==> src/design/gmpcd_pkg.sv <==
package gmpcd_pkg;

  // fixed field widths
  localparam int DATA_W = 32;
  localparam int KIND_W = 3;
  localparam int AW_W   = 6;

  // default port width and reset value of the width register
  localparam int DEF_MAX_WIDTH = 32;
  localparam logic [AW_W-1:0] RESET_WIDTH = 6'd17;

  // configuration port
  localparam int CFG_ADDR_W = 3;
  localparam logic REG_ACTIVE_WIDTH = 1'b0;

  // command kinds
  localparam logic [KIND_W-1:0] KIND_RESET     = 3'd0;
  localparam logic [KIND_W-1:0] KIND_WRITE     = 3'd1;
  localparam logic [KIND_W-1:0] KIND_SET_DIR   = 3'd2;
  localparam logic [KIND_W-1:0] KIND_READ      = 3'd3;
  localparam logic [KIND_W-1:0] KIND_WATCH_RST = 3'd4;
  localparam logic [KIND_W-1:0] KIND_POLL      = 3'd5;

  typedef struct packed {
    logic [KIND_W-1:0] kind;
    logic [DATA_W-1:0] value;
    logic [DATA_W-1:0] mask;
    logic [DATA_W-1:0] pins;
  } in_req_t;

  typedef struct packed {
    logic [DATA_W-1:0] port_view;
    logic [DATA_W-1:0] direction;
    logic [DATA_W-1:0] width_mask;
    logic [DATA_W-1:0] watch_value;
    logic [DATA_W-1:0] watch_mask;
    logic              changed;
  } out_res_t;

endpackage

==> src/design/gmpcd_regs.sv <==
module gmpcd_regs (
  input  logic                              clk,
  input  logic                              rst_n,
  input  logic                              psel,
  input  logic                              penable,
  input  logic                              pwrite,
  input  logic [gmpcd_pkg::CFG_ADDR_W-1:0]  paddr,
  input  logic [gmpcd_pkg::DATA_W-1:0]      pwdata,
  output logic [gmpcd_pkg::DATA_W-1:0]      prdata,
  output logic                              pready,
  output logic [gmpcd_pkg::AW_W-1:0]        active_width
);

  logic [gmpcd_pkg::AW_W-1:0] active_width_r;
  logic                       sel_width;

  // word index is the top address bit, byte offset ignored
  assign sel_width = (paddr[gmpcd_pkg::CFG_ADDR_W-1] == gmpcd_pkg::REG_ACTIVE_WIDTH);

  // width register write
  always_ff @(posedge clk) begin
    if (!rst_n) begin
      active_width_r <= gmpcd_pkg::RESET_WIDTH;
    end else if (psel && penable && pwrite && sel_width) begin
      active_width_r <= pwdata[gmpcd_pkg::AW_W-1:0];
    end
  end

  // read back
  always_comb begin
    prdata = '0;
    if (sel_width) begin
      prdata = gmpcd_pkg::DATA_W'(active_width_r);
    end
  end

  assign pready       = 1'b1;
  assign active_width = active_width_r;

endmodule

==> src/design/gmpcd_exec.sv <==
module gmpcd_exec #(
  parameter int MAX_WIDTH = gmpcd_pkg::DEF_MAX_WIDTH
) (
  input  logic                        clk,
  input  logic                        rst_n,
  input  logic                        go,
  input  gmpcd_pkg::in_req_t          req,
  input  logic [gmpcd_pkg::AW_W-1:0]  active_width,
  output gmpcd_pkg::out_res_t         res
);

  localparam int DW = gmpcd_pkg::DATA_W;
  localparam int AW_CMP = gmpcd_pkg::AW_W;

  // port state, only the bits that can ever be in use are stored
  logic [MAX_WIDTH-1:0] latch_r, latch_nxt;
  logic [MAX_WIDTH-1:0] dir_r, dir_nxt;
  logic [MAX_WIDTH-1:0] snap_val_r, snap_val_nxt;
  logic [MAX_WIDTH-1:0] snap_msk_r, snap_msk_nxt;

  logic [DW-1:0] wm;
  logic [DW-1:0] latch_w, dir_w, sval_w, smsk_w;
  logic [DW-1:0] latch_n, dir_n, sval_n, smsk_n;
  logic [DW-1:0] upd, view_cur, view_new, poll_v;
  logic          changed;

  // ones over the active width, saturated at the port width
  always_comb begin
    for (int i = 0; i < DW; i++) begin
      wm[i] = (AW_CMP'(i) < active_width) && (i < MAX_WIDTH);
    end
  end

  // widen state, direction bits above the port are locked
  assign latch_w = DW'(latch_r);
  assign dir_w   = ~DW'(~dir_r);
  assign sval_w  = DW'(snap_val_r);
  assign smsk_w  = DW'(snap_msk_r);

  assign view_cur = ((latch_w & ~dir_w) | (req.pins & dir_w)) & wm;
  assign poll_v   = view_cur & smsk_w;

  // command decode
  always_comb begin
    latch_n = latch_w;
    dir_n   = dir_w;
    sval_n  = sval_w;
    smsk_n  = smsk_w;
    changed = 1'b0;
    upd     = '0;
    case (req.kind)
      gmpcd_pkg::KIND_RESET: begin
        latch_n = '0;
        dir_n   = '1;
      end
      gmpcd_pkg::KIND_WRITE: begin
        upd     = req.mask & ~dir_w & wm;
        latch_n = (latch_w & ~upd) | (req.value & upd);
      end
      gmpcd_pkg::KIND_SET_DIR: begin
        upd   = req.mask & wm;
        dir_n = (dir_w & ~upd) | (req.value & upd);
      end
      gmpcd_pkg::KIND_WATCH_RST: begin
        smsk_n = ~dir_w & wm;
        sval_n = view_cur & ~dir_w & wm;
      end
      gmpcd_pkg::KIND_POLL: begin
        if (poll_v != sval_w) begin
          changed = 1'b1;
          smsk_n  = poll_v ^ sval_w;
          sval_n  = poll_v;
        end
      end
      default: begin
      end
    endcase
  end

  assign latch_nxt    = latch_n[MAX_WIDTH-1:0];
  assign dir_nxt      = dir_n[MAX_WIDTH-1:0];
  assign snap_val_nxt = sval_n[MAX_WIDTH-1:0];
  assign snap_msk_nxt = smsk_n[MAX_WIDTH-1:0];

  // view after the command
  assign view_new = ((latch_n & ~dir_n) | (req.pins & dir_n)) & wm;

  // state update when the request moves into the result register
  always_ff @(posedge clk) begin
    if (!rst_n) begin
      latch_r    <= '0;
      dir_r      <= '1;
      snap_val_r <= '0;
      snap_msk_r <= '0;
    end else if (go) begin
      latch_r    <= latch_nxt;
      dir_r      <= dir_nxt;
      snap_val_r <= snap_val_nxt;
      snap_msk_r <= snap_msk_nxt;
    end
  end

  always_comb begin
    res.port_view   = view_new;
    res.direction   = dir_n;
    res.width_mask  = wm;
    res.watch_value = sval_n;
    res.watch_mask  = smsk_n;
    res.changed     = changed;
  end

endmodule

==> src/design/gpio_masked_port_change_detect.sv <==
// channel   | direction | handshake           | payload
// in        | input     | in_valid / in_stall  | in_data  (kind, value, mask, pins)
// out       | output    | out_valid / out_stall| out_data (port_view .. changed)
// cfg       | input     | psel/penable/pwrite  | paddr, pwdata, prdata
//
// one request per cycle sustained while out_stall is low; a result is valid once its
// request has passed the input register, then the result register
// port state is updated as a request moves from the input to the result register
// rst_n is synchronous: latch cleared, all bits locked, watcher cleared, width 17
// out_stall holds the result register and, once the input register is also
// full, raises in_stall in the same cycle
module gpio_masked_port_change_detect #(
  parameter int MAX_WIDTH = gmpcd_pkg::DEF_MAX_WIDTH
) (
  input  logic                              clk,
  input  logic                              rst_n,
  input  logic                              in_valid,
  output logic                              in_stall,
  input  gmpcd_pkg::in_req_t                in_data,
  output logic                              out_valid,
  input  logic                              out_stall,
  output gmpcd_pkg::out_res_t               out_data,
  input  logic                              psel,
  input  logic                              penable,
  input  logic                              pwrite,
  input  logic [gmpcd_pkg::CFG_ADDR_W-1:0]  paddr,
  input  logic [gmpcd_pkg::DATA_W-1:0]      pwdata,
  output logic [gmpcd_pkg::DATA_W-1:0]      prdata,
  output logic                              pready
);

  localparam logic [gmpcd_pkg::DATA_W-1:0] HI_LOCK =
    ~gmpcd_pkg::DATA_W'((64'd1 << MAX_WIDTH) - 64'd1);

  logic                       req_valid_r;
  gmpcd_pkg::in_req_t         req_r;
  logic                       out_valid_r;
  gmpcd_pkg::out_res_t        out_data_r;
  gmpcd_pkg::out_res_t        res;
  logic [gmpcd_pkg::AW_W-1:0] active_width;
  logic                       advance;
  logic                       in_take;

  gmpcd_regs u_regs (
    .clk          (clk),
    .rst_n        (rst_n),
    .psel         (psel),
    .penable      (penable),
    .pwrite       (pwrite),
    .paddr        (paddr),
    .pwdata       (pwdata),
    .prdata       (prdata),
    .pready       (pready),
    .active_width (active_width)
  );

  gmpcd_exec #(
    .MAX_WIDTH (MAX_WIDTH)
  ) u_exec (
    .clk          (clk),
    .rst_n        (rst_n),
    .go           (advance),
    .req          (req_r),
    .active_width (active_width),
    .res          (res)
  );

  // handshake control
  assign advance  = req_valid_r && (!out_valid_r || !out_stall);
  assign in_stall = req_valid_r && !advance;
  assign in_take  = in_valid && !in_stall;

  // input register
  always_ff @(posedge clk) begin
    if (!rst_n) begin
      req_valid_r <= 1'b0;
    end else if (in_take) begin
      req_valid_r <= 1'b1;
    end else if (advance) begin
      req_valid_r <= 1'b0;
    end
  end

  always_ff @(posedge clk) begin
    if (in_take) begin
      req_r <= in_data;
    end
  end

  // result register
  always_ff @(posedge clk) begin
    if (!rst_n) begin
      out_valid_r <= 1'b0;
    end else if (advance) begin
      out_valid_r <= 1'b1;
    end else if (!out_stall) begin
      out_valid_r <= 1'b0;
    end
  end

  always_ff @(posedge clk) begin
    if (advance) begin
      out_data_r <= res;
    end
  end

  assign out_valid = out_valid_r;
  assign out_data  = out_data_r;

  // a flagged change always narrows to a nonempty set of bits
  a_changed_mask: assert property (@(posedge clk) disable iff (!rst_n)
    (out_valid && out_data.changed) |-> (out_data.watch_mask != '0))
    else $error("change flagged with empty watch mask");

  // bits beyond the port width stay locked
  a_hi_locked: assert property (@(posedge clk) disable iff (!rst_n)
    out_valid |-> ((out_data.direction & HI_LOCK) == HI_LOCK))
    else $error("direction bit beyond port width unlocked");

  // a blocked request stays in the input register
  a_req_held: assert property (@(posedge clk) disable iff (!rst_n)
    (req_valid_r && !advance) |=> (req_valid_r && $stable(req_r)))
    else $error("blocked request lost");

  // width mask never exceeds the port
  a_wm_range: assert property (@(posedge clk) disable iff (!rst_n)
    out_valid |-> ((out_data.width_mask & HI_LOCK) == '0))
    else $error("width mask beyond port width");

endmodule

==> config.mk <==
export PLATFORM = sky130hd
export DESIGN_NAME = gpio_masked_port_change_detect
export DESIGN_NICKNAME = d
export VERILOG_FILES = /design/src/design/gmpcd_pkg.sv /design/src/design/gmpcd_regs.sv /design/src/design/gmpcd_exec.sv /design/src/design/gpio_masked_port_change_detect.sv
export SDC_FILE = /design/constraint.sdc
export NUM_CORES = 1
export LEC_CHECK = 0
export ABC_CLOCK_PERIOD_IN_PS = 12900
export BUFFER_PORTS_ARGS = -buffer_cell sky130_fd_sc_hd__buf_2
export CAP_MARGIN = 30
export CORE_UTILIZATION = 45
export DETAILED_ROUTE_END_ITERATION = 8
export PLACE_DENSITY = 0.68
export RECOVER_POWER = 100
export SYNTH_ARGS = -nofsm -noshare
export SYNTH_HDL_FRONTEND = slang
export SYNTH_SLANG_ARGS = --single-unit
==> constraint.sdc <==
create_clock -name clk -period 12.9 [get_ports clk]
set_input_delay 1.29 -clock clk [delete_from_list [all_inputs] [get_ports clk]]
set_output_delay 1.29 -clock clk [all_outputs]
set_load 0.02 [all_outputs]
Yosys cells after proc, flatten, opt, wreduce, memory -nomap -nowiden. Index checks and enable logic that the tools add are counted.

Logic and storage cells: 109. Register bits after elaboration: 396. Output and inout bits: 196.

Multiplexer cells: 12. Order comparisons: 32. Reduce and logical (&&, ||, !) cells: 13. Bitwise operators: 29. Equal/unequal tests: 6.

Operator list (number): $and A32 B32 Y32 (17); $pmux W32 S2 (4); $not A32 Y32 (6); $or A32 B32 Y32 (4); $lt A5 B6 Y1 const A (16); $mux W32 (2); $lt A4 B6 Y1 const A (8); $ne A32 B32 Y1 (1); $xor A32 B32 Y32 (1); $lt A3 B6 Y1 const A (4); $lt A1 B6 Y1 const A (2); $lt A2 B6 Y1 const A (2); $eq A3 B3 Y1 const B (2); $logic_and A1 B1 Y1 (6); $mux W6 (1); $mux W1 (5); $logic_not A1 Y1 (4); $eq A3 B1 Y1 const B (1); $eq A3 B2 Y1 const B (1); $logic_not A3 Y1 (1); $ne A2 B1 Y1 const B (1); $reduce_bool A2 Y1 (1); $logic_or A1 B1 Y1 (1); $not A1 Y1 (1).

Depth between registers and ports, before layout. Gate-level depths: netlist of the first run.

Word-level depth: 12. Gate-level depth with buffers: 15. Gate-level depth less buffers: 11.

By module. Synthesis of the first run repeated with hierarchy kept, for this count alone.

Cell total of the unflattened synthesis: 1619. Area, all modules: 18007.3 um^2.

By module, submodules not included: gmpcd_exec (area each 9593.0 um^2, times used 1, cells an instance 1289, sequential area each 2562.5 um^2); gpio_masked_port_change_detect (area each 7891.3 um^2, times used 1, cells an instance 268, sequential area each 7847.5 um^2); gmpcd_regs (area each 523.0 um^2, times used 1, cells an instance 62, sequential area each 120.1 um^2).

Least setup slack after synthesis of the first run. Ideal clock, no wire load.

Path kind: input to register. Start: in out_stall. End: reg out_data_r, in the netlist out_data[0], enable pin. Setup time: 0.588 ns. Buffers on the path: 2. Data arrival time: 6.314 ns. Required time: 12.312 ns. Path slack: 5.998 ns. Stages on the path: 5. Path through: nand2_1 -> nand2_1 -> inv_1 -> clkbuf_1 -> clkbuf_1.

Longest elaborated chain between the ends: 3.

Ends and longest elaborated chain: start: declaration (line gpio_masked_port_change_detect.sv:21) `input logic out_stall,`; $logic_not A1 Y1; $logic_or A1 B1 Y1 (line gpio_masked_port_change_detect.sv:69) `assign advance = req_valid_r && (!out_valid_r || !out_stall);`; $logic_and A1 B1 Y1 (line gpio_masked_port_change_detect.sv:69); via advance (line gpio_masked_port_change_detect.sv:41) `logic advance;`; end signal: assignment (line gpio_masked_port_change_detect.sv:103) `out_data_r <= res;`; end: declaration (line gpio_masked_port_change_detect.sv:38) `gmpcd_pkg::out_res_t out_data_r;`.

The timed path passes the listed nets, and every way through them passes these cells. A chain may end at the register's enable or synchronous reset.

Worst setup path after layout of the first run.
Start: reg u_regs.active_width_r, in the netlist u_regs.active_width[5]. End: reg u_exec.snap_val_r[9].

Longest elaborated chain between the ends: 6. Elaborated cells on any way between the ends: 39.

Ends and longest elaborated chain: start: declaration (line gmpcd_regs.sv:14) `logic [gmpcd_pkg::AW_W-1:0] active_width_r;`; start signal: assignment (line gmpcd_regs.sv:23) `active_width_r <= gmpcd_pkg::RESET_WIDTH;`; start signal: assignment (line gmpcd_regs.sv:25) `active_width_r <= pwdata[gmpcd_pkg::AW_W-1:0];`; $lt A1 B6 Y1 (tied with other cells) (line gmpcd_exec.sv:30) `wm[i] = (AW_CMP'(i) < active_width) && (i < MAX_WIDTH);`; $and A32 B32 Y32 (line gmpcd_exec.sv:40) `assign view_cur = ((latch_w & ~dir_w) | (req.pins & dir_w)) & wm;`; $and A32 B32 Y32 (line gmpcd_exec.sv:41) `assign poll_v = view_cur & smsk_w;`; $ne A32 B32 Y1 (line gmpcd_exec.sv:69) `if (poll_v != sval_w) begin`; $mux W32 (line gmpcd_exec.sv:69); $pmux W32 S2 * (line gmpcd_exec.sv:51) `case (req.kind)`; end signal: assignment (line gmpcd_exec.sv:98) `snap_val_r <= snap_val_nxt;`; end: declaration (line gmpcd_exec.sv:18) `logic [MAX_WIDTH-1:0] snap_val_r, snap_val_nxt;`.

Every way passes the cells marked *; elsewhere a longest branch is shown, timed or not.

==> results of run 1 <==
-- power by group --
part | internal (W) | switching [W] | total, W
logic | 0.0000876 | 0.000210 | 0.000298
clock network | 0.000789 | 0.000506 | 0.00130
registers | 0.00143 | 0.0000499 | 0.00148
total | 0.00231 | 0.000766 | 0.00307
-- kinds of logic after synthesis --
| logic type | count (synthesis) |
|---|---|
| AO/OA/AOI/OAI | 486 |
| XOR/XNOR | 28 |
| buffers and inverters | 199 |
| flip-flops | 396 |
| multiplexers | 43 |
| other | 2 |
| AND/OR/NAND/NOR | 533 |
-- area by class of cell --
cell class,count,area [sq um]
Fill cell,3493,18100
Clock inverter,19,270
Tap cell,518,648
Clock buffer,59,1200
Sequential cell,396,10500
Timing Repair Buffer,309,1340
Multi-Input combinational cell,1117,6400
Inverter,65,251
-- cells in the final DEF (no fill, tap or decap), types with 13 or more instances in the layout --
master       n
nand3_1     41
mux2i_1     16
nor2_1     171
o32ai_1     26
clkbuf_1   208
mux2_2      27
o21ai_0    148
conb_1      27
a32o_1      28
dfxtp_1    136
a21oi_1     86
a31oi_1     44
a211oi_1    15
xor2_1      15
o211ai_1    35
xnor2_1     13
inv_1       62
edfxtp_1   260
nor3_1      50
buf_4       13
nand2_1    191
buf_2       98
clkbuf_16   44
-- state kept, by name (all words and copies together) (netlist names) --
name and flops:
u_exec.dir_r 32, u_exec.snap_val_r 32, out_valid 1, u_exec.smsk_w 32
out_data 161, req_r 99, u_exec.latch_r 32, req_valid_r 1
u_regs.active_width 6
-- stage by stage --
step / area, sq um / total power (W)
after global routing: 20600 / 0.00316
after global placement: 19500 / 0.00179
after CTS: 21000 / 0.00308
after detailed placement: 19500 / 0.00180
after floorplan: 17800 / 0.00169
final: 20600 / 0.00307
-- layer usage --
layer	vias to the layer above	part of all wire (%)	track usage [%]	wire, microns
li1	6704	-	-	-
met1	7303	43	40.9	24700
met2	945	44	42.0	25500
met3	115	11	5.34	6180
met4	2	2.9	8.91	1670
met5	-	0.022	0	13
-- worst min path at each step --
| stage | from | endpoint | slack (ns) | cells after the start |
|---|---|---|---|---|
| finish | u_exec.smsk_w[24] | u_exec.smsk_w[24] | 0.48 | 2 |
| global route | u_exec.snap_val_r[7] | u_exec.snap_val_r[7] | 0.49 | 2 |
| CTS | u_exec.smsk_w[24] | u_exec.smsk_w[24] | 0.48 | 2 |
| detailed placement | u_exec.smsk_w[24] | u_exec.smsk_w[24] | 0.47 | 2 |
| global placement | u_exec.smsk_w[24] | u_exec.smsk_w[24] | 0.46 | 2 |
| floorplan | u_exec.snap_val_r[7] | u_exec.snap_val_r[7] | 0.45 | 2 |
-- worst max-delay path, delay by kind of cell (launching register included) --
family	cells	cell delay (ns)
buf+inv	3	3.53
xor+xnor	1	0.22
simple gates	4	1.19
compound gates	3	2.31
flops	1	0.37
==> key figures, run 1 <==
Timing
  • Fin Hold WS: 0.480 ns
  • Slew Limit Fails: 602
  • Final setup fails: 0
  • Least-Margin Pin Slew: 4.12 ns
  • Final Skew: 0.0197 ns
  • Final hold vios: 0
  • PnR worst setup slack: 5.15 ns
  • Rel. slew slack: -174%
  • Final min period: 7.75 ns
  • RSZ-0062 raised after global routing: no
  • Setup TNS: 0 ns
  • Max Clk Rate: 129 MHz
  • Post-route clock period utilization: 60.1%

Logic synthesis
  • Synth Area in XOR/XNOR: 1.38%
  • FFs w/ async S/R, synth: 0%
  • Adder-Cell Fraction of Synth Area: 0%
  • Synth Area in Compound Gates: 18.3%
  • Post-Synth Simple-Gate Area: 13.3%
  • Library cells used by synthesis: 73
  • Post-synth top area share: 44.0%
  • Post-synthesis register bit count: 396
  • Mux cell area share after synthesis: 2.62%
  • Post-synth EDFFs: 260
  • Leading area contributor after synthesis: edfxtp_1
  • Largest family of logic cells by synthesized area: compound AO/OA/AOI/OAI gates
  • Ys flop type: edfxtp_1
  • Mapped cell area: 17700 sq um
  • Commonest cells post-synth: edfxtp_1, nand2_1, nor2_1
  • Post-synthesis cell count: 1687
  • Sequential fraction of the synthesis area: 59.3%
  • Avg Cell Area, Syn: 10.5 sq um
  • Synth area leaders: edfxtp_1, dfxtp_1, o21ai_0, nand2_1, nor2_1
  • Count leader, synth: edfxtp_1
  • Yosys warns: 0

Worst setup path
  • Origin of the worst setup path: u_regs.active_width[5]
  • Slowest-stage cell, CP: clkbuf_1
  • Cell Chain, Critical Path: clkbuf_1 -> nor2_1 -> clkbuf_1 -> a211oi_1 -> xnor2_1 -> nand4_1 -> or3_1 -> nor4b_1 -> clkbuf_1 -> o21ai_0 -> o22ai_1
  • R2r worst-path depth: 11
  • Slowest cell delay on critical path: 1.98 ns
  • Critical Path AT: 8.19 ns
  • Endpoint type of the worst setup path: register
  • FF-to-FF Start: u_regs.active_width[5]
  • Crit path top cell by count: clkbuf_1
  • Crit path launch type: register
  • Setup CP Type: reg -> reg
  • CP Max Fanout: 55
  • R2r endpoint: u_exec.snap_val_r[9]
  • Reg2reg setup slack: 5.15 ns
  • WP data required: 13.34 ns
  • Crit path to: u_exec.snap_val_r[9]

Placement
  • Placer Congestion: 0.919
  • Port Buf Inserts: 281
  • Placed cell count: 2404
  • Dpl ws: 8.40 ns
  • Post-DP HPWL: 38400 microns

Clock network
  • Clock latency on the worst-skew pair: 0.56 ns
  • CTS Hold Bufs: 0
  • H-tree depth: 2
  • Postcts setup bufs: 0
  • Clock Path Buffers: 3
  • CTS-repair resized insts: 0
  • CTS tree: built
  • Inserted Clock Buffers: 43
  • CTS clk-pin slew, worst paths: 0.06 ns
  • Clk root buf: clkbuf_16
  • Sink Count: 396

Detailed routing
  • Via/cell ratio: 6.07
  • Final WL: 58000 microns
  • Antenna-violating nets left: 0
  • First-pass DRT Iterations: 6
  • Vias: 15100
  • DRC viols: 0
  • DR WL/cell: 23.4 microns
  • Starting DRT DRC Count: 1672

Layout
  • Layout cells sized above 1: 11.3%
  • Core Util, Final: 53.3%
  • Layout area overhead: 16.3%
  • Non-Filler Instances: 2483
  • Nets: 2073
  • Antenna cells: 0

Floorplanning
  • Row count: 72
  • Io pins: 337
  • Die H: 201 microns
  • Die width: 201 microns
  • Initial Utilization: 45.8%
  • Area of the core: 38700 sq um
  • Die area: 40200 sq um

Pwr
  • Peak supply drop: 0.0000822 V
  • Pleak: 7.48 nW
  • Power Density: 149 nW/um^2

Worst hold path
  • Hold Path Class: reg -> reg

Global routing
  • Vias in the first global route: 14200
  • Grt ovf: 0
  • Antenna violations before repair: 1
  • Largest net degree at the start of global routing: 115
  • GR Util All Layers: 28.0%
  • First-pass GRT wire length: 86300 microns

Run status
  • Outcome: complete, but fails checks
  • Failing checks: max-capacitance violations, max-slew violations

Run
  • Max Cap Violations: 12
No activity file was read; power rests on OpenSTA's default activity.
==> inputs of run 2 (changes only) <==
ABC_CLOCK_PERIOD_IN_PS = 6600   (was 12900)
PLACE_DENSITY = 0.71   (was 0.68)
clock period = 6.6 ns   (was 12.9 ns; I/O delays follow)
==> key figures, run 2 (synthesis results as in run 1) <==
Floorplanning
  • Row count: 72 (unchanged)
  • Area of the core: 38700 sq um (unchanged)
  • Io pins: 337 (unchanged)
  • Initial Utilization: 45.8% (unchanged)
  • Die width: 201 microns (unchanged)
  • Die H: 201 microns (unchanged)
  • Die area: 40200 sq um (unchanged)

Timing
  • Post-route clock period utilization: 86.6% (+27 points)
  • Final setup fails: 0 (unchanged)
  • Final hold vios: 0 (unchanged)
  • RSZ-0062 raised after global routing: no
  • Final Skew: 0.0205 ns (+0.000755 ns)
  • Final min period: 5.72 ns (-2.03 ns)
  • Setup TNS: 0 ns (unchanged)
  • Slew Limit Fails: 280 (-53%)
  • Max Clk Rate: 175 MHz (+36%)
  • Rel. slew slack: -158% (+17 points)
  • Least-Margin Pin Slew: 3.87 ns (-0.249 ns)
  • Fin Hold WS: 0.272 ns (-0.208 ns)

Worst hold path
  • Cells on Worst Hold Path: 1 (-1)
  • Hold Path Class: in -> reg

Detailed routing
  • First-pass DRT Iterations: 6 (unchanged)
  • Antenna-violating nets left: 0 (unchanged)
  • Vias: 15200 (+1.0%)
  • Starting DRT DRC Count: 1867 (+12%)
  • Via/cell ratio: 6.13 (+0.95%)
  • DR WL/cell: 23.7 microns (+1.4%)
  • DRC viols: 0 (unchanged)
  • Final WL: 58900 microns (+1.5%)

Pwr
  • Pleak: 7.46 nW (-0.25%)
  • Power Density: 287 nW/um^2 (+93%)
  • Peak supply drop: 0.000167 V (+100%)

Worst setup path
  • FF-to-FF Start: u_regs.active_width[2]
  • R2r worst-path depth: 11 (unchanged)
  • Crit path launch type: register
  • R2r endpoint: out_data[48]
  • Origin of the worst setup path: u_regs.active_width[2]
  • CP Max Fanout: 27 (-51%)
  • Reg2reg setup slack: 0.88 ns (-4.27 ns)
  • Endpoint type of the worst setup path: register
  • Crit path to: out_data[48]
  • Setup CP Type: reg -> reg
  • WP data required: 6.89 ns (-6.45 ns)
  • Critical Path AT: 6.01 ns (-2.18 ns)

Clock network
  • Clock latency on the worst-skew pair: 0.56 ns (about the same)
  • Clock Path Buffers: 3 (unchanged)
  • Postcts setup bufs: 0 (unchanged)
  • CTS tree: built
  • CTS clk-pin slew, worst paths: 0.07 ns (about the same)
  • Sink Count: 396 (unchanged)
  • H-tree depth: 2 (unchanged)
  • CTS-repair resized insts: 0 (unchanged)
  • Inserted Clock Buffers: 43 (unchanged)
  • CTS Hold Bufs: 0 (unchanged)
  • Clk root buf: clkbuf_16

Run status
  • Failing checks: max-capacitance violations, max-slew violations
  • Outcome: complete, but fails checks

Run
  • Max Cap Violations: 6 (-6)

Placement
  • Placed cell count: 2405 (+0.042%)
  • Post-DP HPWL: 39300 microns (+2.5%)
  • Port Buf Inserts: 281 (unchanged)
  • Placer Congestion: 0.926 (+0.74%)

Layout
  • Non-Filler Instances: 2484 (+0.040%)
  • Max FFs per register: 161 (unchanged)
  • Filler cell count: 3483 (-0.29%)
  • Antenna cells: 0 (unchanged)
  • Layout area overhead: 16.4%
  • Commonest cells after routing, fill and taps aside: edfxtp_1, clkbuf_1, nand2_1, nor2_1, o21ai_0
  • Nets: 2073 (unchanged)
  • Most common cell after layout, fill and taps aside: edfxtp_1
  • Layout cells sized above 1: 11.7% (+0.35 points)

Global routing
  • Largest net degree at the start of global routing: 175 (+52%)
  • Grt ovf: 0 (unchanged)
  • Vias in the first global route: 14400 (+1.6%)
  • Antenna violations before repair: 2 (+1)
  • First-pass GRT wire length: 87600 microns (+1.5%)
  • GR Util All Layers: 28.5% (+0.48 points)
[run 2: changes by cell type in the layout (fill, tap and decap cells not counted), moves of 2 or more]
cell	before	now
buf_12	0	2
buf_4	13	18
clkinv_2	8	2
clkbuf_1	208	203
bufinv_16	7	4
o21ai_0	148	146
buf_2	98	100
clkinvlp_4	0	7
[run 2: routing by layer]
layer	track usage, %	part of all wire [%]	vias up
met5	0	0.022	-
met4	11.4	3.6	2
met3	5.68	10	147
met2	42.1	43	981
met1	41.0	43	7379
li1	-	-	6710
[run 2: cell type report]
class	count	area (sq um)	share of cell area, %
clock buffer	63	1220	5.92
clock inverter	16	194	0.939
inverter	65	251	1.22
multi-input combinational	1117	6420	31.1
sequential	396	10500	51.0
tap	518	648	3.14
timing repair buffer	309	1400	6.76
[run 2: worst min path at each step]
stage	startpoint	to	slack [ns]
final	in_data[42]	req_r[42]	0.27
after CTS	in_data[42]	req_r[42]	0.25
after floorplan	u_exec.snap_val_r[7]	u_exec.snap_val_r[7]	0.45
after global placement	u_exec.smsk_w[24]	u_exec.smsk_w[24]	0.46
after detailed placement	u_exec.snap_val_r[7]	u_exec.snap_val_r[7]	0.47
after global routing	in_data[30]	req_r[30]	0.26
[run 2: worst max-delay path, stage by stage (launching register included)]
cell       delay (ns)
dfxtp_1          0.33
clkbuf_1         0.57
nor4_1           1.12
inv_1            0.43
o211ai_2         0.30
xnor2_1          0.19
or4b_1           0.55
or4_4            0.48
nor4_4           0.72
buf_4            0.35
a2bb2oi_1        0.28
o22ai_1          0.13
[run 2: metrics by stage]
step | power (W) | setup slack (ns) | cell area, sq um | util [%]
after floorplan | 0.00330 | 0.328 | 17800 | -
after global placement | 0.00350 | 2.18 | 19500 | 50.4
after detailed placement | 0.00352 | 2.15 | 19500 | 50.5
after CTS | 0.00595 | 2.15 | 21000 | 54.1
after global routing | 0.00609 | 0.994 | 20700 | 53.3
final | 0.00593 | 0.881 | 20700 | 53.3
[run 2: report_power, final]
group | internal, W | switching (W)
combinational | 0.000174 | 0.000410
sequential | 0.00279 | 0.000104
clock | 0.00145 | 0.00101
total | 0.00441 | 0.00152
==> inputs of run 3 (changes only) <==
--- a/config.mk
+++ b/config.mk
@@ -12,3 +12,3 @@
 export DETAILED_ROUTE_END_ITERATION = 8
-export PLACE_DENSITY = 0.71
+export PLACE_DENSITY_LB_ADDON = 0.05
 export RECOVER_POWER = 100
--- a/constraint.sdc
+++ b/constraint.sdc
@@ -3,2 +3,2 @@
 set_output_delay 0.66 -clock clk [all_outputs]
-set_load 0.02 [all_outputs]
+set_load 0.1 [all_outputs]
==> key figures, run 3 (synthesis results as in run 1) <==
Floorplanning
  • Initial Utilization: 45.8% (unchanged)
  • Die H: 201 microns (unchanged)
  • Area of the core: 38700 sq um (unchanged)
  • Die area: 40200 sq um (unchanged)
  • Io pins: 337 (unchanged)
  • Row count: 72 (unchanged)
  • Die width: 201 microns (unchanged)

Run status
  • Outcome: complete, but fails checks
  • Failing checks: max-capacitance violations, max-slew violations

Layout
  • Layout area overhead: 16.1%
  • Core Util, Final: 53.2% (-0.13 points)
  • Antenna cells: 0 (unchanged)
  • Commonest cells after routing, fill and taps aside: edfxtp_1, clkbuf_1, nand2_1, nor2_1, o21ai_0
  • Nets: 2078 (+0.24%)
  • Layout cells sized above 1: 11.5% (-0.18 points)
  • Max FFs per register: 161 (unchanged)
  • Non-Filler Instances: 2489 (+0.20%)
  • Most common cell after layout, fill and taps aside: edfxtp_1

Timing
  • Final hold vios: 0 (unchanged)
  • Setup TNS: 0 ns (unchanged)
  • Final Skew: 0.0166 ns (-0.00385 ns)
  • Final setup fails: 0 (unchanged)
  • Final min period: 5.55 ns (-0.172 ns)
  • Least-Margin Pin Slew: 3.60 ns (-0.272 ns)
  • Slew Limit Fails: 331 (+18%)
  • Rel. slew slack: -140% (+18 points)
  • Max Clk Rate: 180 MHz (+3.1%)
  • Post-route clock period utilization: 84.0% (-2.6 points)
  • RSZ-0062 raised after global routing: no

Detailed routing
  • Final WL: 59600 microns (+1.2%)
  • First-pass DRT Iterations: 8 (+2)
  • DR WL/cell: 24.0 microns (+1.0%)
  • Via/cell ratio: 5.99 (-2.3%)
  • Antenna-violating nets left: 0 (unchanged)
  • DRC viols: 0 (unchanged)
  • Vias: 14900 (-2.1%)
  • Starting DRT DRC Count: 1750 (-6.3%)

Placement
  • Placer Congestion: 0.898 (-3.0%)
  • Post-DP HPWL: 39300 microns (about the same)
  • Port Buf Inserts: 281 (unchanged)
  • Placed cell count: 2406 (+0.042%)

Worst setup path
  • WP data required: 6.87 ns (-0.02 ns)
  • Setup CP Type: reg -> reg
  • CP Max Fanout: 59 (+120%)
  • Critical Path AT: 5.82 ns (-0.19 ns)
  • Crit path launch type: register
  • Endpoint type of the worst setup path: register

Global routing
  • Grt ovf: 0 (unchanged)
  • GR Util All Layers: 29.0% (+0.55 points)
  • Largest net degree at the start of global routing: 79 (-55%)
  • First-pass GRT wire length: 87700 microns (+0.20%)
  • Vias in the first global route: 14200 (-1.5%)
  • Antenna violations before repair: 1 (-1)

Clock network
  • Postcts setup bufs: 0 (unchanged)
  • CTS Hold Bufs: 0 (unchanged)
  • Sink Count: 396 (unchanged)
  • CTS-repair resized insts: 0 (unchanged)
  • CTS clk-pin slew, worst paths: 0.06 ns (about the same)
  • Clock latency on the worst-skew pair: 0.57 ns (about the same)
  • Clock Path Buffers: 3 (unchanged)
  • CTS tree: built
  • H-tree depth: 2 (unchanged)
  • Inserted Clock Buffers: 44 (+2.3%)
  • Clk root buf: clkbuf_16

Pwr
  • Total power: 0.00608 W (+2.6%)
  • Pleak: 7.47 nW (+0.14%)
  • Sw frac: 29.9% (+4.3 points)
  • Power Density: 295 nW/um^2 (+2.8%)
  • Sequential power share: 47.6% (-1.2 points)
  • Clock share of power: 37.7% (-3.6 points)
  • Switching Power: 0.00182 W (+20%)
  • Int Power: 0.00426 W (-3.3%)
  • Combinational power share: 14.7% (+4.9 points)
  • Peak supply drop: 0.000220 V (+32%)

Run
  • Max Cap Violations: 6 (unchanged)

Worst hold path
  • Hold Path Class: in -> reg
-- run 3: cell types whose count changed in the layout (fill, tap and decap cells not counted), moves of 4 or more --
cell        previous run  this run
clkinv_1               5        11
buf_4                 18        14
clkinv_2               2         9
clkinvlp_4             7         0
-- run 3: worst max-delay path, cell delays in order, from the launching register on --
cell and delay [ns]:
edfxtp_1 0.32, clkbuf_1 1.95, nand2b_2 0.39, clkbuf_2 1.02, nor2_1 0.48, nand2_1 0.45, nor2_1 0.15, o21ai_0 0.28
nand2_1 0.18
-- run 3: final cells by class --
class                   instances  area [sq um]
repair buffers                313          1470
well taps                     518           648
flip-flops and latches        396         10500
multi-input cells            1117          6410
clock buffers                  58          1180
fillers                      3604         18100
inverters                      65           245
clock inverters                22           125
-- run 3: metal layers --
metal | up-vias | global-route usage (%) | wire length [microns] | part of all wire (%)
met1 | 7201 | 42.0 | 26400 | 44
met5 | - | 0 | 0 | 0
met2 | 842 | 41.1 | 24900 | 42
li1 | 6716 | - | - | -
met4 | 0 | 12.3 | 2200 | 3.7
met3 | 145 | 7.45 | 6100 | 10
-- run 3: path summary, 6_finish.rpt --
check                       start              endpoint  slack [ns]  cells past startpoint
min                   in_data[82]             req_r[82]        0.26                      1
min reg2reg  u_exec.snap_val_r[7]  u_exec.snap_val_r[7]        0.48                      2
max                     req_r[97]          out_data[16]        1.05                      8
max reg2reg             req_r[97]          out_data[16]        1.05                      8
-- run 3: stage by stage --
| step | instance area, sq um | hold WS [ns] | setup WS (ns) |
|---|---|---|---|
| 4_1_cts | 20900 | 0.239 | 2.19 |
| 3_5_place_dp | 19600 | 0.470 | 2.20 |
| 2_1_floorplan | 17800 | 0.449 | 0.207 |
| 6_report | 20600 | 0.263 | 1.05 |
| 3_3_place_gp | 19500 | 0.459 | 2.22 |
| 5_1_grt | 20600 | 0.246 | 1.00 |
-- run 3: power by group through the flow --
stage	Sequential, W	Clock, W	Combinational, W
CTS	0.00288	0.00234	0.000906
floorplan	0.00321	0	0.000397
global route	0.00290	0.00243	0.000941
detailed placement	0.00293	0	0.000903
global placement	0.00293	0	0.000891
finish	0.00289	0.00229	0.000895
